[src/sv/irtm_pkg.sv]
`timescale 1ns / 1ps

package irtm_pkg;

  // Input commands. Codes 6 and 7 carry no meaning and are ignored.
  typedef enum logic [2:0] {
    CMD_LOAD     = 3'd0,
    CMD_BEGIN_WR = 3'd1,
    CMD_BEGIN_RD = 3'd2,
    CMD_ACK      = 3'd3,
    CMD_NACK     = 3'd4,
    CMD_TIMEOUT  = 3'd5
  } cmd_t;

  // Byte-level bus actions on the result channel.
  typedef enum logic [2:0] {
    ACT_START    = 3'd0,
    ACT_RESTART  = 3'd1,
    ACT_STOP     = 3'd2,
    ACT_SEND     = 3'd3,
    ACT_RX_ACK   = 3'd4,
    ACT_RX_NACK  = 3'd5,
    ACT_READ_OUT = 3'd6,
    ACT_DONE     = 3'd7
  } act_t;

  // Failure codes reported with a failed done.
  typedef enum logic [2:0] {
    ERR_NONE      = 3'd0,
    ERR_ADDR_NACK = 3'd1,
    ERR_REG_NACK  = 3'd2,
    ERR_DATA_NACK = 3'd3,
    ERR_RADDR_NACK = 3'd4,
    ERR_TIMEOUT   = 3'd5
  } err_t;

  // Transaction phase.
  typedef enum logic [2:0] {
    PH_IDLE   = 3'd0,
    PH_ADDR_W = 3'd1,
    PH_REG    = 3'd2,
    PH_WDATA  = 3'd3,
    PH_RADDR  = 3'd4,
    PH_RDATA  = 3'd5
  } phase_t;

  // Reset value of the target device address.
  localparam logic [6:0] SLAVE_ADDR_RESET = 7'd104;

  // One result item.
  typedef struct packed {
    act_t        action;
    logic [7:0]  data;
    logic        ok;
    err_t        err;
  } result_t;

  // All results caused by one input item. Slot 0 goes out first.
  // ram_slot0 marks that slot 0 sends the byte read from the write buffer.
  typedef struct packed {
    logic [1:0]    count;
    logic          ram_slot0;
    result_t [2:0] res;
  } plan_t;

  function automatic result_t mk_res(act_t a, logic [7:0] d, logic ok, err_t e);
    result_t r;
    r.action = a;
    r.data   = d;
    r.ok     = ok;
    r.err    = e;
    return r;
  endfunction

endpackage

[src/sv/irtm_if.sv]
`timescale 1ns / 1ps

// Input item channel.
interface irtm_in_if;
  logic       valid;
  logic       ready;
  logic [2:0] command;
  logic [7:0] reg_address;
  logic [4:0] byte_count;
  logic [7:0] data_byte;

  modport source (output valid, command, reg_address, byte_count, data_byte, input ready);
  modport sink (input valid, command, reg_address, byte_count, data_byte, output ready);
endinterface

// Result item channel.
interface irtm_out_if;
  logic       valid;
  logic       ready;
  logic [2:0] bus_action;
  logic [7:0] bus_byte;
  logic       done_ok;
  logic [2:0] error_code;
  logic       last;

  modport source (output valid, bus_action, bus_byte, done_ok, error_code, last, input ready);
  modport sink (input valid, bus_action, bus_byte, done_ok, error_code, last, output ready);
endinterface

// Configuration write channel for the target address.
interface irtm_cfg_if;
  logic       valid;
  logic       ready;
  logic [6:0] data;

  modport source (output valid, data, input ready);
  modport sink (input valid, data, output ready);
endinterface

[src/sv/i2c_register_transaction_master.sv]
`timescale 1ns / 1ps

// I2C register transaction master. Each input transfer (write-byte load,
// begin write, begin read, or a bus ack, nack or timeout event) yields zero
// to three byte-level bus actions on the result channel, the final one
// flagged with last; a finished transaction always ends in stop and done.
// A new input transfer can be taken every cycle as long as the plan queue
// has room; results leave at one per cycle while the result channel is
// ready, and the first result of an item passes through the staging
// register, the plan queue and the output register.
// The write buffer is a MAX_BURST-byte RAM read once per item. The target
// address resets to 104 and is written through the configuration channel,
// which is always ready; write it only while no transaction is in flight.
module i2c_register_transaction_master import irtm_pkg::*; #(
  parameter int MAX_BURST   = 16,
  parameter int QUEUE_DEPTH = 4
) (
  input  logic       clk,
  input  logic       rst_n,
  irtm_in_if.sink    in_ch,
  irtm_cfg_if.sink   cfg_ch,
  irtm_out_if.source out_ch
);

  logic  push_valid;
  plan_t push_plan;
  logic  q_full;
  logic  q_valid;
  plan_t q_plan;
  logic  q_pop;

  // Sequencer front end.
  irtm_front #(
    .MAX_BURST (MAX_BURST)
  ) u_front (
    .clk        (clk),
    .rst_n      (rst_n),
    .in_ch      (in_ch),
    .cfg_ch     (cfg_ch),
    .push_valid (push_valid),
    .push_plan  (push_plan),
    .q_full     (q_full)
  );

  // Plan queue.
  irtm_queue #(
    .DEPTH (QUEUE_DEPTH)
  ) u_queue (
    .clk        (clk),
    .rst_n      (rst_n),
    .push       (push_valid),
    .push_plan  (push_plan),
    .full       (q_full),
    .pop        (q_pop),
    .head_valid (q_valid),
    .head_plan  (q_plan)
  );

  // Result back end.
  irtm_back u_back (
    .clk     (clk),
    .rst_n   (rst_n),
    .q_valid (q_valid),
    .q_plan  (q_plan),
    .q_pop   (q_pop),
    .out_ch  (out_ch)
  );

endmodule

[src/sv/irtm_ram.sv]
`timescale 1ns / 1ps

// Simple dual-port RAM, one write port and one registered read port.
module irtm_ram #(
  parameter int WIDTH = 8,
  parameter int DEPTH = 16
) (
  input  logic                            clk,
  input  logic                            we,
  input  logic [((DEPTH > 1) ? $clog2(DEPTH) : 1)-1:0] waddr,
  input  logic [WIDTH-1:0]                wdata,
  input  logic                            re,
  input  logic [((DEPTH > 1) ? $clog2(DEPTH) : 1)-1:0] raddr,
  output logic [WIDTH-1:0]                rdata
);

  logic [WIDTH-1:0] mem_r [DEPTH];
  logic [WIDTH-1:0] rdata_r;

  // Write port.
  always_ff @(posedge clk) begin
    if (we) begin
      mem_r[waddr] <= wdata;
    end
  end

  // Registered read; data holds while no read is issued.
  always_ff @(posedge clk) begin
    if (re) begin
      rdata_r <= mem_r[raddr];
    end
  end

  assign rdata = rdata_r;

endmodule

[src/sv/irtm_front.sv]
`timescale 1ns / 1ps

// Front end: accepts items, runs the transaction sequencer and turns each
// item into a plan of up to three results for the back end.
module irtm_front import irtm_pkg::*; #(
  parameter int MAX_BURST = 16
) (
  input  logic           clk,
  input  logic           rst_n,
  irtm_in_if.sink        in_ch,
  irtm_cfg_if.sink       cfg_ch,
  output logic           push_valid,
  output plan_t          push_plan,
  input  logic           q_full
);

  localparam int AW  = (MAX_BURST > 1) ? $clog2(MAX_BURST) : 1;
  localparam int LCW = $clog2(MAX_BURST + 1);

  logic [6:0]     slave_address_r;
  phase_t         phase_r, phase_nxt;
  logic           is_read_r, is_read_nxt;
  logic           address_retried_r, address_retried_nxt;
  logic [7:0]     target_register_r, target_register_nxt;
  logic [4:0]     burst_length_r, burst_length_nxt;
  logic [4:0]     byte_index_r, byte_index_nxt;
  logic [LCW-1:0] load_count_r, load_count_nxt;

  logic           sb_valid_r;
  plan_t          sb_plan_r;

  plan_t          plan;
  cmd_t           cmd;
  logic           accept;
  logic           ram_we;
  logic [AW-1:0]  ram_raddr;
  logic [7:0]     ram_rdata;
  logic [4:0]     cnt_adj;
  logic [4:0]     bi_inc;
  logic [7:0]     addr_w;
  logic [7:0]     addr_r;

  // The staging register drains into the queue whenever it has room.
  assign in_ch.ready = !sb_valid_r || !q_full;
  assign accept      = in_ch.valid && in_ch.ready;
  assign cmd         = cmd_t'(in_ch.command);
  assign addr_w      = {slave_address_r, 1'b0};
  assign addr_r      = {slave_address_r, 1'b1};
  assign bi_inc      = byte_index_r + 5'd1;

  // Configuration port: always ready.
  assign cfg_ch.ready = 1'b1;

  always_ff @(posedge clk) begin
    if (!rst_n) begin
      slave_address_r <= SLAVE_ADDR_RESET;
    end else if (cfg_ch.valid) begin
      slave_address_r <= cfg_ch.data;
    end
  end

  // Sequencer: next state and the results of the current item.
  always_comb begin
    phase_nxt           = phase_r;
    is_read_nxt         = is_read_r;
    address_retried_nxt = address_retried_r;
    target_register_nxt = target_register_r;
    burst_length_nxt    = burst_length_r;
    byte_index_nxt      = byte_index_r;
    load_count_nxt      = load_count_r;
    plan                = '0;
    ram_we              = 1'b0;
    ram_raddr           = '0;
    cnt_adj             = in_ch.byte_count;

    unique case (cmd)
      CMD_LOAD: begin
        if (phase_r == PH_IDLE && load_count_r < LCW'(MAX_BURST)) begin
          ram_we         = 1'b1;
          load_count_nxt = load_count_r + LCW'(1);
        end
      end
      CMD_BEGIN_WR, CMD_BEGIN_RD: begin
        if (phase_r == PH_IDLE) begin
          is_read_nxt = (cmd == CMD_BEGIN_RD);
          if (cmd == CMD_BEGIN_RD && in_ch.byte_count == 5'd0) begin
            cnt_adj = 5'd1;
          end
          burst_length_nxt    = (int'(cnt_adj) > MAX_BURST) ? 5'(MAX_BURST) : cnt_adj;
          target_register_nxt = in_ch.reg_address;
          address_retried_nxt = 1'b0;
          byte_index_nxt      = 5'd0;
          if (cmd == CMD_BEGIN_WR) begin
            load_count_nxt = '0;
          end
          phase_nxt   = PH_ADDR_W;
          plan.count  = 2'd2;
          plan.res[0] = mk_res(ACT_START, 8'd0, 1'b0, ERR_NONE);
          plan.res[1] = mk_res(ACT_SEND, addr_w, 1'b0, ERR_NONE);
        end
      end
      CMD_ACK: begin
        unique case (phase_r)
          PH_ADDR_W: begin
            phase_nxt   = PH_REG;
            plan.count  = 2'd1;
            plan.res[0] = mk_res(ACT_SEND, target_register_r, 1'b0, ERR_NONE);
          end
          PH_REG: begin
            if (is_read_r) begin
              phase_nxt   = PH_RADDR;
              plan.count  = 2'd2;
              plan.res[0] = mk_res(ACT_RESTART, 8'd0, 1'b0, ERR_NONE);
              plan.res[1] = mk_res(ACT_SEND, addr_r, 1'b0, ERR_NONE);
            end else if (burst_length_r == 5'd0) begin
              phase_nxt   = PH_IDLE;
              plan.count  = 2'd2;
              plan.res[0] = mk_res(ACT_STOP, 8'd0, 1'b0, ERR_NONE);
              plan.res[1] = mk_res(ACT_DONE, 8'd0, 1'b1, ERR_NONE);
            end else begin
              phase_nxt      = PH_WDATA;
              byte_index_nxt = 5'd0;
              plan.count     = 2'd1;
              plan.ram_slot0 = 1'b1;
              plan.res[0]    = mk_res(ACT_SEND, 8'd0, 1'b0, ERR_NONE);
              ram_raddr      = '0;
            end
          end
          PH_WDATA: begin
            byte_index_nxt = bi_inc;
            if (bi_inc >= burst_length_r) begin
              phase_nxt   = PH_IDLE;
              plan.count  = 2'd2;
              plan.res[0] = mk_res(ACT_STOP, 8'd0, 1'b0, ERR_NONE);
              plan.res[1] = mk_res(ACT_DONE, 8'd0, 1'b1, ERR_NONE);
            end else begin
              plan.count     = 2'd1;
              plan.ram_slot0 = 1'b1;
              plan.res[0]    = mk_res(ACT_SEND, 8'd0, 1'b0, ERR_NONE);
              ram_raddr      = AW'(bi_inc);
            end
          end
          PH_RADDR: begin
            phase_nxt      = PH_RDATA;
            byte_index_nxt = 5'd0;
            plan.count     = 2'd1;
            plan.res[0]    = mk_res((burst_length_r <= 5'd1) ? ACT_RX_NACK : ACT_RX_ACK,
                                    8'd0, 1'b0, ERR_NONE);
          end
          PH_RDATA: begin
            plan.res[0]    = mk_res(ACT_READ_OUT, in_ch.data_byte, 1'b0, ERR_NONE);
            byte_index_nxt = bi_inc;
            if (bi_inc >= burst_length_r) begin
              phase_nxt   = PH_IDLE;
              plan.count  = 2'd3;
              plan.res[1] = mk_res(ACT_STOP, 8'd0, 1'b0, ERR_NONE);
              plan.res[2] = mk_res(ACT_DONE, 8'd0, 1'b1, ERR_NONE);
            end else begin
              plan.count  = 2'd2;
              plan.res[1] = mk_res(({1'b0, bi_inc} + 6'd1 >= {1'b0, burst_length_r}) ?
                                   ACT_RX_NACK : ACT_RX_ACK, 8'd0, 1'b0, ERR_NONE);
            end
          end
          default: begin
          end
        endcase
      end
      CMD_NACK: begin
        if (phase_r == PH_ADDR_W && !address_retried_r) begin
          // The first address nack gets one stop/start retry.
          address_retried_nxt = 1'b1;
          plan.count  = 2'd3;
          plan.res[0] = mk_res(ACT_STOP, 8'd0, 1'b0, ERR_NONE);
          plan.res[1] = mk_res(ACT_START, 8'd0, 1'b0, ERR_NONE);
          plan.res[2] = mk_res(ACT_SEND, addr_w, 1'b0, ERR_NONE);
        end else if (phase_r == PH_ADDR_W || phase_r == PH_REG ||
                     phase_r == PH_WDATA || phase_r == PH_RADDR) begin
          phase_nxt   = PH_IDLE;
          plan.count  = 2'd2;
          plan.res[0] = mk_res(ACT_STOP, 8'd0, 1'b0, ERR_NONE);
          unique case (phase_r)
            PH_ADDR_W: plan.res[1] = mk_res(ACT_DONE, 8'd0, 1'b0, ERR_ADDR_NACK);
            PH_REG:    plan.res[1] = mk_res(ACT_DONE, 8'd0, 1'b0, ERR_REG_NACK);
            PH_WDATA:  plan.res[1] = mk_res(ACT_DONE, 8'd0, 1'b0, ERR_DATA_NACK);
            default:   plan.res[1] = mk_res(ACT_DONE, 8'd0, 1'b0, ERR_RADDR_NACK);
          endcase
        end
      end
      CMD_TIMEOUT: begin
        if (phase_r != PH_IDLE) begin
          phase_nxt   = PH_IDLE;
          plan.count  = 2'd2;
          plan.res[0] = mk_res(ACT_STOP, 8'd0, 1'b0, ERR_NONE);
          plan.res[1] = mk_res(ACT_DONE, 8'd0, 1'b0, ERR_TIMEOUT);
        end
      end
      default: begin
      end
    endcase
  end

  // Sequencer state.
  always_ff @(posedge clk) begin
    if (!rst_n) begin
      phase_r           <= PH_IDLE;
      is_read_r         <= 1'b0;
      address_retried_r <= 1'b0;
      target_register_r <= 8'd0;
      burst_length_r    <= 5'd0;
      byte_index_r      <= 5'd0;
      load_count_r      <= '0;
    end else if (accept) begin
      phase_r           <= phase_nxt;
      is_read_r         <= is_read_nxt;
      address_retried_r <= address_retried_nxt;
      target_register_r <= target_register_nxt;
      burst_length_r    <= burst_length_nxt;
      byte_index_r      <= byte_index_nxt;
      load_count_r      <= load_count_nxt;
    end
  end

  // Write buffer. The byte for a data send is read on the accepting edge
  // and is ready when the plan leaves the staging register.
  irtm_ram #(
    .WIDTH (8),
    .DEPTH (MAX_BURST)
  ) u_wbuf (
    .clk   (clk),
    .we    (accept && ram_we),
    .waddr (load_count_r[AW-1:0]),
    .wdata (in_ch.data_byte),
    .re    (accept),
    .raddr (ram_raddr),
    .rdata (ram_rdata)
  );

  // Staging register between the sequencer and the queue.
  always_ff @(posedge clk) begin
    if (!rst_n) begin
      sb_valid_r <= 1'b0;
    end else if (accept) begin
      sb_valid_r <= (plan.count != 2'd0);
    end else if (!q_full) begin
      sb_valid_r <= 1'b0;
    end
  end

  always_ff @(posedge clk) begin
    if (accept) begin
      sb_plan_r <= plan;
    end
  end

  // Merge the buffer byte into the first slot on its way to the queue.
  always_comb begin
    push_plan = sb_plan_r;
    if (sb_plan_r.ram_slot0) begin
      push_plan.res[0].data = ram_rdata;
    end
  end

  assign push_valid = sb_valid_r && !q_full;

  // A staged plan always has at least one result.
  a_sb_nonempty: assert property (@(posedge clk) disable iff (!rst_n)
    sb_valid_r |-> sb_plan_r.count != 2'd0)
    else $error("staged plan without results");

  // The load counter never passes the buffer depth.
  a_load_bound: assert property (@(posedge clk) disable iff (!rst_n)
    load_count_r <= LCW'(MAX_BURST))
    else $error("load count beyond buffer depth");

  // While moving data the index stays inside the burst.
  a_index_bound: assert property (@(posedge clk) disable iff (!rst_n)
    (phase_r == PH_WDATA || phase_r == PH_RDATA) |-> byte_index_r < burst_length_r)
    else $error("byte index outside the burst");

  // Receiving data only happens in a read transaction.
  a_rdata_is_read: assert property (@(posedge clk) disable iff (!rst_n)
    phase_r == PH_RDATA |-> is_read_r)
    else $error("receive phase in a write transaction");

endmodule

[src/sv/irtm_queue.sv]
`timescale 1ns / 1ps

// Short plan queue between front and back end.
module irtm_queue import irtm_pkg::*; #(
  parameter int DEPTH = 4
) (
  input  logic  clk,
  input  logic  rst_n,
  input  logic  push,
  input  plan_t push_plan,
  output logic  full,
  input  logic  pop,
  output logic  head_valid,
  output plan_t head_plan
);

  localparam int PW = (DEPTH > 1) ? $clog2(DEPTH) : 1;
  localparam int CW = $clog2(DEPTH + 1);

  plan_t           mem_r [DEPTH];
  logic [PW-1:0]   wr_ptr_r;
  logic [PW-1:0]   rd_ptr_r;
  logic [CW-1:0]   cnt_r;
  logic            do_pop;

  assign full       = (cnt_r == CW'(DEPTH));
  assign head_valid = (cnt_r != '0);
  assign head_plan  = mem_r[rd_ptr_r];
  assign do_pop     = pop && head_valid;

  // Storage.
  always_ff @(posedge clk) begin
    if (push) begin
      mem_r[wr_ptr_r] <= push_plan;
    end
  end

  // Pointers and fill count.
  always_ff @(posedge clk) begin
    if (!rst_n) begin
      wr_ptr_r <= '0;
      rd_ptr_r <= '0;
      cnt_r    <= '0;
    end else begin
      if (push) begin
        wr_ptr_r <= (wr_ptr_r == PW'(DEPTH - 1)) ? '0 : wr_ptr_r + PW'(1);
      end
      if (do_pop) begin
        rd_ptr_r <= (rd_ptr_r == PW'(DEPTH - 1)) ? '0 : rd_ptr_r + PW'(1);
      end
      if (push && !do_pop) begin
        cnt_r <= cnt_r + CW'(1);
      end else if (!push && do_pop) begin
        cnt_r <= cnt_r - CW'(1);
      end
    end
  end

endmodule

[src/sv/irtm_back.sv]
`timescale 1ns / 1ps

// Back end: walks the slots of the plan at the queue head and sends one
// result per cycle through the output register while the result channel is ready.
module irtm_back import irtm_pkg::*; (
  input  logic        clk,
  input  logic        rst_n,
  input  logic        q_valid,
  input  plan_t       q_plan,
  output logic        q_pop,
  irtm_out_if.source  out_ch
);

  logic [1:0] slot_r;
  logic       out_valid_r;
  result_t    out_res_r;
  logic       out_last_r;
  logic       load;
  logic       slot_last;

  assign load      = q_valid && (!out_valid_r || out_ch.ready);
  assign slot_last = (slot_r == q_plan.count - 2'd1);
  assign q_pop     = load && slot_last;

  // Slot counter and output valid.
  always_ff @(posedge clk) begin
    if (!rst_n) begin
      slot_r      <= 2'd0;
      out_valid_r <= 1'b0;
    end else begin
      if (load) begin
        slot_r <= slot_last ? 2'd0 : slot_r + 2'd1;
      end
      if (load) begin
        out_valid_r <= 1'b1;
      end else if (out_ch.ready) begin
        out_valid_r <= 1'b0;
      end
    end
  end

  // Output payload register.
  always_ff @(posedge clk) begin
    if (load) begin
      out_res_r  <= q_plan.res[slot_r];
      out_last_r <= slot_last;
    end
  end

  assign out_ch.valid      = out_valid_r;
  assign out_ch.bus_action = out_res_r.action;
  assign out_ch.bus_byte   = out_res_r.data;
  assign out_ch.done_ok    = out_res_r.ok;
  assign out_ch.error_code = out_res_r.err;
  assign out_ch.last       = out_last_r;

  // The slot pointer stays inside the plan at the head.
  a_slot_in_plan: assert property (@(posedge clk) disable iff (!rst_n)
    q_valid |-> slot_r < q_plan.count)
    else $error("slot beyond plan length");

  // A partly sent plan is never dropped from the head.
  a_partial_kept: assert property (@(posedge clk) disable iff (!rst_n)
    slot_r != 2'd0 |-> q_valid)
    else $error("partly sent plan vanished");

endmodule

[src/flat_wrapper.sv]
// flat-port wrapper written by rule: the top's interface ports become plain ports
module i2c_register_transaction_master_flat import irtm_pkg::*;
#(
  parameter int MAX_BURST   = 16,
  parameter int QUEUE_DEPTH = 4
)
  (clk, rst_n, in_ch_valid, in_ch_command, in_ch_reg_address, in_ch_byte_count, in_ch_data_byte, in_ch_ready, cfg_ch_valid, cfg_ch_data, cfg_ch_ready, out_ch_valid, out_ch_bus_action, out_ch_bus_byte, out_ch_done_ok, out_ch_error_code, out_ch_last, out_ch_ready);
  irtm_in_if in_ch_i ();
  irtm_cfg_if cfg_ch_i ();
  irtm_out_if out_ch_i ();
  input  logic clk;
  input  logic rst_n;
  input wire logic [$bits(in_ch_i.valid)-1:0] in_ch_valid;
  input wire logic [$bits(in_ch_i.command)-1:0] in_ch_command;
  input wire logic [$bits(in_ch_i.reg_address)-1:0] in_ch_reg_address;
  input wire logic [$bits(in_ch_i.byte_count)-1:0] in_ch_byte_count;
  input wire logic [$bits(in_ch_i.data_byte)-1:0] in_ch_data_byte;
  output wire logic [$bits(in_ch_i.ready)-1:0] in_ch_ready;
  input wire logic [$bits(cfg_ch_i.valid)-1:0] cfg_ch_valid;
  input wire logic [$bits(cfg_ch_i.data)-1:0] cfg_ch_data;
  output wire logic [$bits(cfg_ch_i.ready)-1:0] cfg_ch_ready;
  output wire logic [$bits(out_ch_i.valid)-1:0] out_ch_valid;
  output wire logic [$bits(out_ch_i.bus_action)-1:0] out_ch_bus_action;
  output wire logic [$bits(out_ch_i.bus_byte)-1:0] out_ch_bus_byte;
  output wire logic [$bits(out_ch_i.done_ok)-1:0] out_ch_done_ok;
  output wire logic [$bits(out_ch_i.error_code)-1:0] out_ch_error_code;
  output wire logic [$bits(out_ch_i.last)-1:0] out_ch_last;
  input wire logic [$bits(out_ch_i.ready)-1:0] out_ch_ready;
  assign in_ch_i.valid = in_ch_valid;
  assign in_ch_i.command = in_ch_command;
  assign in_ch_i.reg_address = in_ch_reg_address;
  assign in_ch_i.byte_count = in_ch_byte_count;
  assign in_ch_i.data_byte = in_ch_data_byte;
  assign in_ch_ready = in_ch_i.ready;
  assign cfg_ch_i.valid = cfg_ch_valid;
  assign cfg_ch_i.data = cfg_ch_data;
  assign cfg_ch_ready = cfg_ch_i.ready;
  assign out_ch_valid = out_ch_i.valid;
  assign out_ch_bus_action = out_ch_i.bus_action;
  assign out_ch_bus_byte = out_ch_i.bus_byte;
  assign out_ch_done_ok = out_ch_i.done_ok;
  assign out_ch_error_code = out_ch_i.error_code;
  assign out_ch_last = out_ch_i.last;
  assign out_ch_i.ready = out_ch_ready;
  i2c_register_transaction_master #(.MAX_BURST(MAX_BURST), .QUEUE_DEPTH(QUEUE_DEPTH)) u_core (.clk(clk), .rst_n(rst_n), .in_ch(in_ch_i), .cfg_ch(cfg_ch_i), .out_ch(out_ch_i));
endmodule
[config.mk]
export PLATFORM = sky130hd
export DESIGN_NAME = i2c_register_transaction_master_flat
export DESIGN_NICKNAME = d
export VERILOG_FILES = /design/src/sv/irtm_pkg.sv /design/src/sv/irtm_if.sv /design/src/sv/i2c_register_transaction_master.sv /design/src/sv/irtm_ram.sv /design/src/sv/irtm_front.sv /design/src/sv/irtm_queue.sv /design/src/sv/irtm_back.sv /design/src/flat_wrapper.sv
export SDC_FILE = /design/constraint.sdc
export NUM_CORES = 1
export LEC_CHECK = 0
export BUFFER_PORTS_ARGS = -buffer_cell sky130_fd_sc_hd__buf_4
export CAP_MARGIN = 15
export CORE_ASPECT_RATIO = 0.75
export CORE_UTILIZATION = 45
export DETAILED_ROUTE_END_ITERATION = 16
export SLEW_MARGIN = 20
export SYNTH_ARGS = -nofsm -noshare
export SYNTH_HDL_FRONTEND = slang
export SYNTH_SLANG_ARGS = --single-unit
[constraint.sdc]
create_clock -name clk -period 4.5 [get_ports clk]
set_clock_uncertainty 0.2 [all_clocks]
set_input_delay 0.225 -clock clk [delete_from_list [all_inputs] [get_ports clk]]
set_output_delay 0.225 -clock clk [all_outputs]
set_load 0.02 [all_outputs]
==> impl_metrics.tcl, run 1 <==
set metrics [dict create \
    drtPass1Iterations 5 \
    outcome "completed" \
    synth_top_cell_area_share_pct 62.5 \
    die_h_um 166 \
    hold_depth 4 \
    syn_nets 1128 \
    die_w_um 221 \
    drive_gt1_share_pct 19.6 \
    crit_path_start_kind "flip-flop" \
    r2r_setup_slack_ns 0.52 \
    grt_start_max_net_pins 39 \
    overflow 0 \
    synth_warnings 0 \
    syn_area_mm2 0.0162 \
    ys_types 83 \
    avgSynthCellArea_um2 15.2 \
    r2r_start "u_core.u_front.byte_index_r[0]$_SDFFE_PN0P_" \
    syn_inst 1069 \
    cts_post_setup_buffers_inserted 0 \
    drc_errors 0 \
    floorplan.initialDensity_pct 46.3 \
    rsz0062_at_grt "no" \
    core_area_mm2 0.0351 \
    first_global_vias 9491 \
    insertion_delay_ns 0.54 \
    hold_viol_final 0 \
    grt_use_total_pct 21.4 \
    crit_path_frequent_cell "ha_1" \
    yosysTopAreaCell "edfxtp_1" \
    drt-total-wl_um 39100 \
    fillers 2840 \
    dp.cells 1549 \
    synth-seq-area-share_pct 68.5 \
    cts_resized 0 \
    wl_per_cell_um 23.5 \
    mostFrequentLayoutCells "338 x edfxtp_1, 84 x buf_4, 66 x nand2_1" \
    slew_headroom_pct 27.6 \
    gp_congestion 0.886 \
    synthArstFlopShare_pct 0 \
    slowest_stage "a211oi_1" \
    slew_viol_final 0 \
    area_delta_synth_final_pct 16.8 \
    nNetsFinal 1235 \
    cp.arrival_ns 4.04 \
    fmax_mhz 251 \
    hpwl_um 26000 \
    p_leak_nw 6.28 \
    hold_class "in -> reg" \
    final_common_cell "edfxtp_1" \
    synth_seq_cells 386 \
    grt_pass1_wl_um 59400 \
    cts_root_buffer "clkbuf_16" \
    synth_edf_count 338 \
    cp-end-kind "flip-flop" \
    cp_max_fo 12 \
    fin_crit_sh_pct 88.5 \
    ir_drop_mv 0.300 \
    fin_crit_ns 3.98 \
    reg2reg_depth 10 \
    p_per_area_mw_per_mm2 465 \
    timing.rr.end "u_core.u_front.push_plan[27]$_DFFE_PP_" \
    row_count 59 \
    ios 55 \
    setup_viol 0 \
    ys.flop_type "edfxtp_1" \
    path_cells "ha_1, xnor2_2, inv_2, ha_1, a211o_1, a31o_4, a21oi_1, a21boi_0, a211oi_1, o21ai_0" \
    min_from "in_ch_command[2]" \
    ant_nets 0 \
    tns_ns 0 \
    cts_tree "built" \
    dr.first_iter.drc_count 1089 \
    worst_ep_required_time_ns 4.55 \
    max_cap_violations 0 \
    synthTopCellsByArea "edfxtp_1 63%, dfxtp_1 5.9%, mux4_2 5.1%" \
    clkSinkCount 386 \
    cts-buffers-inserted 40 \
    hold_path_end "u_core.u_front.load_count_r[1]$_SDFFE_PN0P_" \
    worst-setup-path-type "reg -> reg" \
    vias_per_cell 5.87 \
    cts_htree_levels 2 \
    cts.clk_slew.worst_paths_ns 0.06 \
    cp_slowest_stage_delay_ns 0.49 \
    cts_buffer_depth 3 \
    vias 9777 \
    die_area_mm2 0.0368 \
    finalNonFillerCells 1665 \
    tightest_slew_ns 1.09 \
    antenna_found_initial 0 \
    port_buffers 53 \
]
==> sequential cells by signal, indices dropped and copies added, names as in the netlist, 2 cells and up, named ones only <==
signal / cells
u_core.u_queue.mem_r: 148
u_core.u_back.out_ch.bus_action: 3
u_core.u_front.phase_r: 3
u_core.u_back.out_ch.bus_byte: 8
u_core.u_front.target_register_r: 8
u_core.u_front.sb_plan_r: 8
u_core.u_queue.wr_ptr_r: 2
u_core.u_front.slave_address_r: 7
u_core.u_queue.cnt_r: 3
u_core.u_front.load_count_r: 5
u_core.u_front.push_plan: 30
u_core.u_back.slot_r: 2
u_core.u_front.u_wbuf.mem_r: 128
u_core.u_front.u_wbuf.rdata: 8
u_core.u_queue.rd_ptr_r: 2
u_core.u_back.out_ch.error_code: 3
u_core.u_front.byte_index_r: 5
u_core.u_front.burst_length_r: 5
==> final cells by class <==
cell class / count / area, um^2 / area share [%]
inverter: 40 / 150 / 0.792
clock inverter: 23 / 264 / 1.39
antenna: 1 / 2.50 / 0.0132
timing repair buffer: 127 / 1070 / 5.65
multi-input combinational: 581 / 4680 / 24.7
clock buffer: 50 / 1100 / 5.81
sequential: 386 / 11100 / 58.6
tap: 457 / 572 / 3.02
==> worst max-delay path: cells and delay by family, from the launching register on <==
family / cells / cell delay, ns
flip-flops: 1 / 0.40
AO/OA/AOI/OAI: 6 / 1.99
adder cells (fa/ha/maj): 2 / 0.68
buffers and inverters: 1 / 0.07
XOR/XNOR: 1 / 0.36
==> worst max-delay path by stage <==
stage / start / end / slack (ns)
after floorplan: u_core.u_front.byte_index_r[0]$_SDFFE_PN0P_ / u_core.u_front.u_wbuf.rdata[6]$_DFFE_PP_ / 0.71
after global placement: u_core.u_front.byte_index_r[0]$_SDFFE_PN0P_ / u_core.u_front.push_plan[27]$_DFFE_PP_ / 0.61
after detailed placement: u_core.u_front.byte_index_r[0]$_SDFFE_PN0P_ / u_core.u_front.push_plan[27]$_DFFE_PP_ / 0.60
after CTS: u_core.u_front.byte_index_r[0]$_SDFFE_PN0P_ / u_core.u_front.push_plan[27]$_DFFE_PP_ / 0.61
after global routing: u_core.u_front.byte_index_r[0]$_SDFFE_PN0P_ / u_core.u_front.push_plan[27]$_DFFE_PP_ / 0.30
final: u_core.u_front.byte_index_r[0]$_SDFFE_PN0P_ / u_core.u_front.push_plan[27]$_DFFE_PP_ / 0.52
==> per-stage QoR <==
stage | area (um^2) | setup WS [ns] | hold WS [ns] | utilization, % | power (mW)
2_1_floorplan | 16200 | 0.709 | 0.124 | - | 5.03
5_1_grt | 18900 | 0.301 | 0.0437 | 54.0 | 9.13
3_5_place_dp | 17200 | 0.604 | 0.249 | 48.9 | 5.46
4_1_cts | 18900 | 0.615 | 0.00930 | 54.0 | 8.89
6_report | 19000 | 0.516 | 0.0236 | 54.0 | 8.81
3_3_place_gp | 17200 | 0.611 | 0.241 | 48.9 | 5.43
==> synthesized netlist by cell type (5+ instances only) <==
| cell | count |
|---|---|
| o21ai_0 | 28 |
| buf_2 | 14 |
| mux4_2 | 37 |
| or3_1 | 5 |
| mux2_2 | 21 |
| a21oi_1 | 36 |
| o22ai_1 | 11 |
| a221oi_1 | 5 |
| nand3b_1 | 5 |
| nor2b_1 | 7 |
| o221ai_1 | 21 |
| dfxtp_1 | 48 |
| ha_1 | 22 |
| and2_1 | 21 |
| o2111ai_1 | 16 |
| xnor2_1 | 6 |
| nand3_1 | 12 |
| nor3_1 | 18 |
| and3_1 | 7 |
| nand2_1 | 66 |
| inv_1 | 38 |
| mux2i_1 | 38 |
| nor2_1 | 64 |
| a211oi_1 | 7 |
| clkbuf_1 | 37 |
| o211ai_1 | 18 |
| a21o_1 | 6 |
| nand2b_1 | 12 |
| edfxtp_1 | 338 |
| xor2_1 | 6 |
==> per-layer routing <==
layer | track usage [%] | up-vias | routed length (um)
met3 | 4.41 | 45 | 2930
li1 | - | 4403 | -
met2 | 30.3 | 336 | 16600
met4 | 5.26 | 0 | 685
met1 | 33.6 | 4993 | 18900
met5 | 0 | - | 0
==> cells by family (layout without fill, tap and decap cells) <==
family | count (synthesis) | after routing | share of synthesized area (%)
fa+ha+maj | 24 | 24 | 1.88
buf+inv | 102 | 240 | 2.75
xor+xnor | 13 | 13 | 0.748
flops | 386 | 386 | 68.5
simple gates | 235 | 235 | 7.22
mux | 98 | 98 | 9.07
other cells | 1 | 2 | 0.0231
compound gates | 210 | 210 | 9.83
==> repair_timing <==
item                       in CTS  in global routing
hold buffers                   42                  0
hold endpoints to repair      159                  0
setup endpoints to repair       0                  0
==> power by group <==
| group | internal, mW | switching (mW) |
|---|---|---|
| Clock | 2.04 | 1.37 |
| Sequential | 4.14 | 0.113 |
| Combinational | 0.473 | 0.673 |
| Total | 6.65 | 2.16 |
(Power assumes the default switching activity.)
==> inputs of run 2 (changes only) <==
Settings changed: RECOVER_POWER set to 25.
==> run 2 against run 1 <==
Highest routed layer unchanged. Hold slack worse by 0.0011 ns. Largest power group unchanged. Clock power hardly changed. Critical endpoint unchanged. Register-to-register slack worse by 0.02 ns.
==> impl_metrics.tcl, run 2 (synthesized netlist as in run 1, its figures left out) <==
set metrics [dict create \
    ir_drop_mv 0.300 \
    cts_htree_levels 2 \
    cp.arrival_ns 4.06 \
    clkSinkCount 386 \
    wl_per_cell_um 23.5 \
    fillers 2844 \
    mostFrequentLayoutCells "338 x edfxtp_1, 77 x buf_4, 66 x nand2_1" \
    fmax_mhz 250 \
    outcome "completed" \
    dp_slack_ns 0.604 \
    multiInputGateArea_mm2 0.00468 \
    regMostFlops "u_core.u_queue.mem_r" \
    first_global_vias 9491 \
    grt_start_max_net_pins 39 \
    tightest_slew_ns 1.09 \
    slew_viol_final 0 \
    final_util_pct 54.0 \
    die_w_um 221 \
    hold_class "in -> reg" \
    placed_area_mm2 0.0172 \
    slowest_stage "a211oi_1" \
    core_area_mm2 0.0351 \
    dr.first_iter.drc_count 1147 \
    final_area_mm2 0.0189 \
    vias 9771 \
    antenna_found_initial 0 \
    fin_crit_ns 4.00 \
    worst-setup-path-type "reg -> reg" \
    tns_ns 0 \
    cts-buffers-inserted 40 \
    vias_per_cell 5.87 \
    regArea_mm2 0.0111 \
    cts_root_buffer "clkbuf_16" \
    cts_buffer_depth 3 \
    cp-end-kind "flip-flop" \
    largest_reg_flops 148 \
    floorplan.initialDensity_pct 46.3 \
    port_buffers 53 \
    die_area_mm2 0.0368 \
    drive_gt1_share_pct 19.1 \
    cp_slowest_stage_delay_ns 0.49 \
    overflow 0 \
    cts_resized 0 \
    rsz0062_at_grt "no" \
    die_h_um 166 \
    p_leak_nw 6.26 \
    path_cells "ha_1, xnor2_2, inv_2, ha_1, a211o_1, a31o_4, a21oi_1, a21boi_0, a211oi_1, o21ai_0" \
    worst_ep_required_time_ns 4.55 \
    setup_viol 0 \
    antennaDiodeCount 0 \
    max_cap_violations 0 \
    drc_errors 0 \
    hpwl_um 26000 \
    nNetsFinal 1235 \
    cp_max_fo 12 \
    grt_pass1_wl_um 59400 \
    crit_path_frequent_cell "ha_1" \
    slew_headroom_pct 27.4 \
    hold_viol_final 0 \
    row_count 59 \
    cts.clk_slew.worst_paths_ns 0.06 \
    setup_ws_ns 0.496 \
    gp_congestion 0.886 \
    worst_hold_slack_ns 0.0225 \
    fin_crit_sh_pct 89.0 \
    p_per_area_mw_per_mm2 466 \
    final_common_cell "edfxtp_1" \
    insertion_delay_ns 0.54 \
    drt-total-wl_um 39200 \
    ios 55 \
    area_delta_synth_final_pct 16.6 \
    cts_tree "built" \
    r2r_setup_slack_ns 0.50 \
    grt_use_total_pct 21.4 \
    drtPass1Iterations 5 \
    ant_nets 0 \
    crit_path_start_kind "flip-flop" \
]
[run 2: changes by cell type in the layout (fill, tap and decap cells not counted), sizes merged]
cell,previous run,this run
diode,1,0
clkbuf,50,57
buf,85,78
[run 2: worst paths after layout]
path | start | endpoint | cells past startpoint
worst max-delay path | u_core.u_front.byte_index_r[0]$_SDFFE_PN0P_ | u_core.u_front.push_plan[27]$_DFFE_PP_ | 10
worst min-delay path | in_ch_command[2] | u_core.u_front.load_count_r[1]$_SDFFE_PN0P_ | 4
worst max register to register | u_core.u_front.byte_index_r[0]$_SDFFE_PN0P_ | u_core.u_front.push_plan[27]$_DFFE_PP_ | 10
worst min register to register | u_core.u_front.target_register_r[4]$_SDFFE_PN0P_ | u_core.u_front.target_register_r[4]$_SDFFE_PN0P_ | 2
[run 2: cell type report]
class / count / share of cell area [%]
clock buffers: 50 / 5.82
clock inverters: 23 / 1.40
flip-flops and latches: 386 / 58.7
multi-input cells: 581 / 24.7
repair buffers: 127 / 5.52
inverters: 40 / 0.793
well taps: 457 / 3.02
[run 2: critical path: cells and delay by family (launching register included)]
kind                       cells  cell delay (ns)
DFF                            1             0.40
buffers and inverters          1             0.07
AOI/OAI and AO/OA              6             2.00
adders and majority gates      2             0.68
xor gates and xnor gates       1             0.38
[run 2: per-stage QoR]
step	power, mW	instances
6_report	8.81	1664
3_5_place_dp	5.46	1549
5_1_grt	9.13	1664
4_1_cts	8.89	1664
2_1_floorplan	5.03	1069
3_3_place_gp	5.43	1549
[run 2: metal layers]
metal	GRT usage [%]	up-vias	wire, um
met5	0	-	0
met4	5.26	0	675
met3	4.41	42	2830
met2	30.3	344	16600
met1	33.6	4985	19100
li1	-	4400	-
[run 2: timing repair]
item / CTS / global route
hold endpoints to repair: 159 / 0
endpoints found under the setup margin: 0 / 0
buffers inserted: 0 / 0
hold buffers: 42 / 0
[run 2: power by group]
| group | switching [mW] | internal, mW | leakage [nW] |
|---|---|---|---|
| registers | 0.113 | 4.14 | 3.51 |
| logic | 0.675 | 0.471 | 2.09 |
| clock network | 1.38 | 2.04 | 0.662 |
| total | 2.16 | 6.65 | 6.26 |
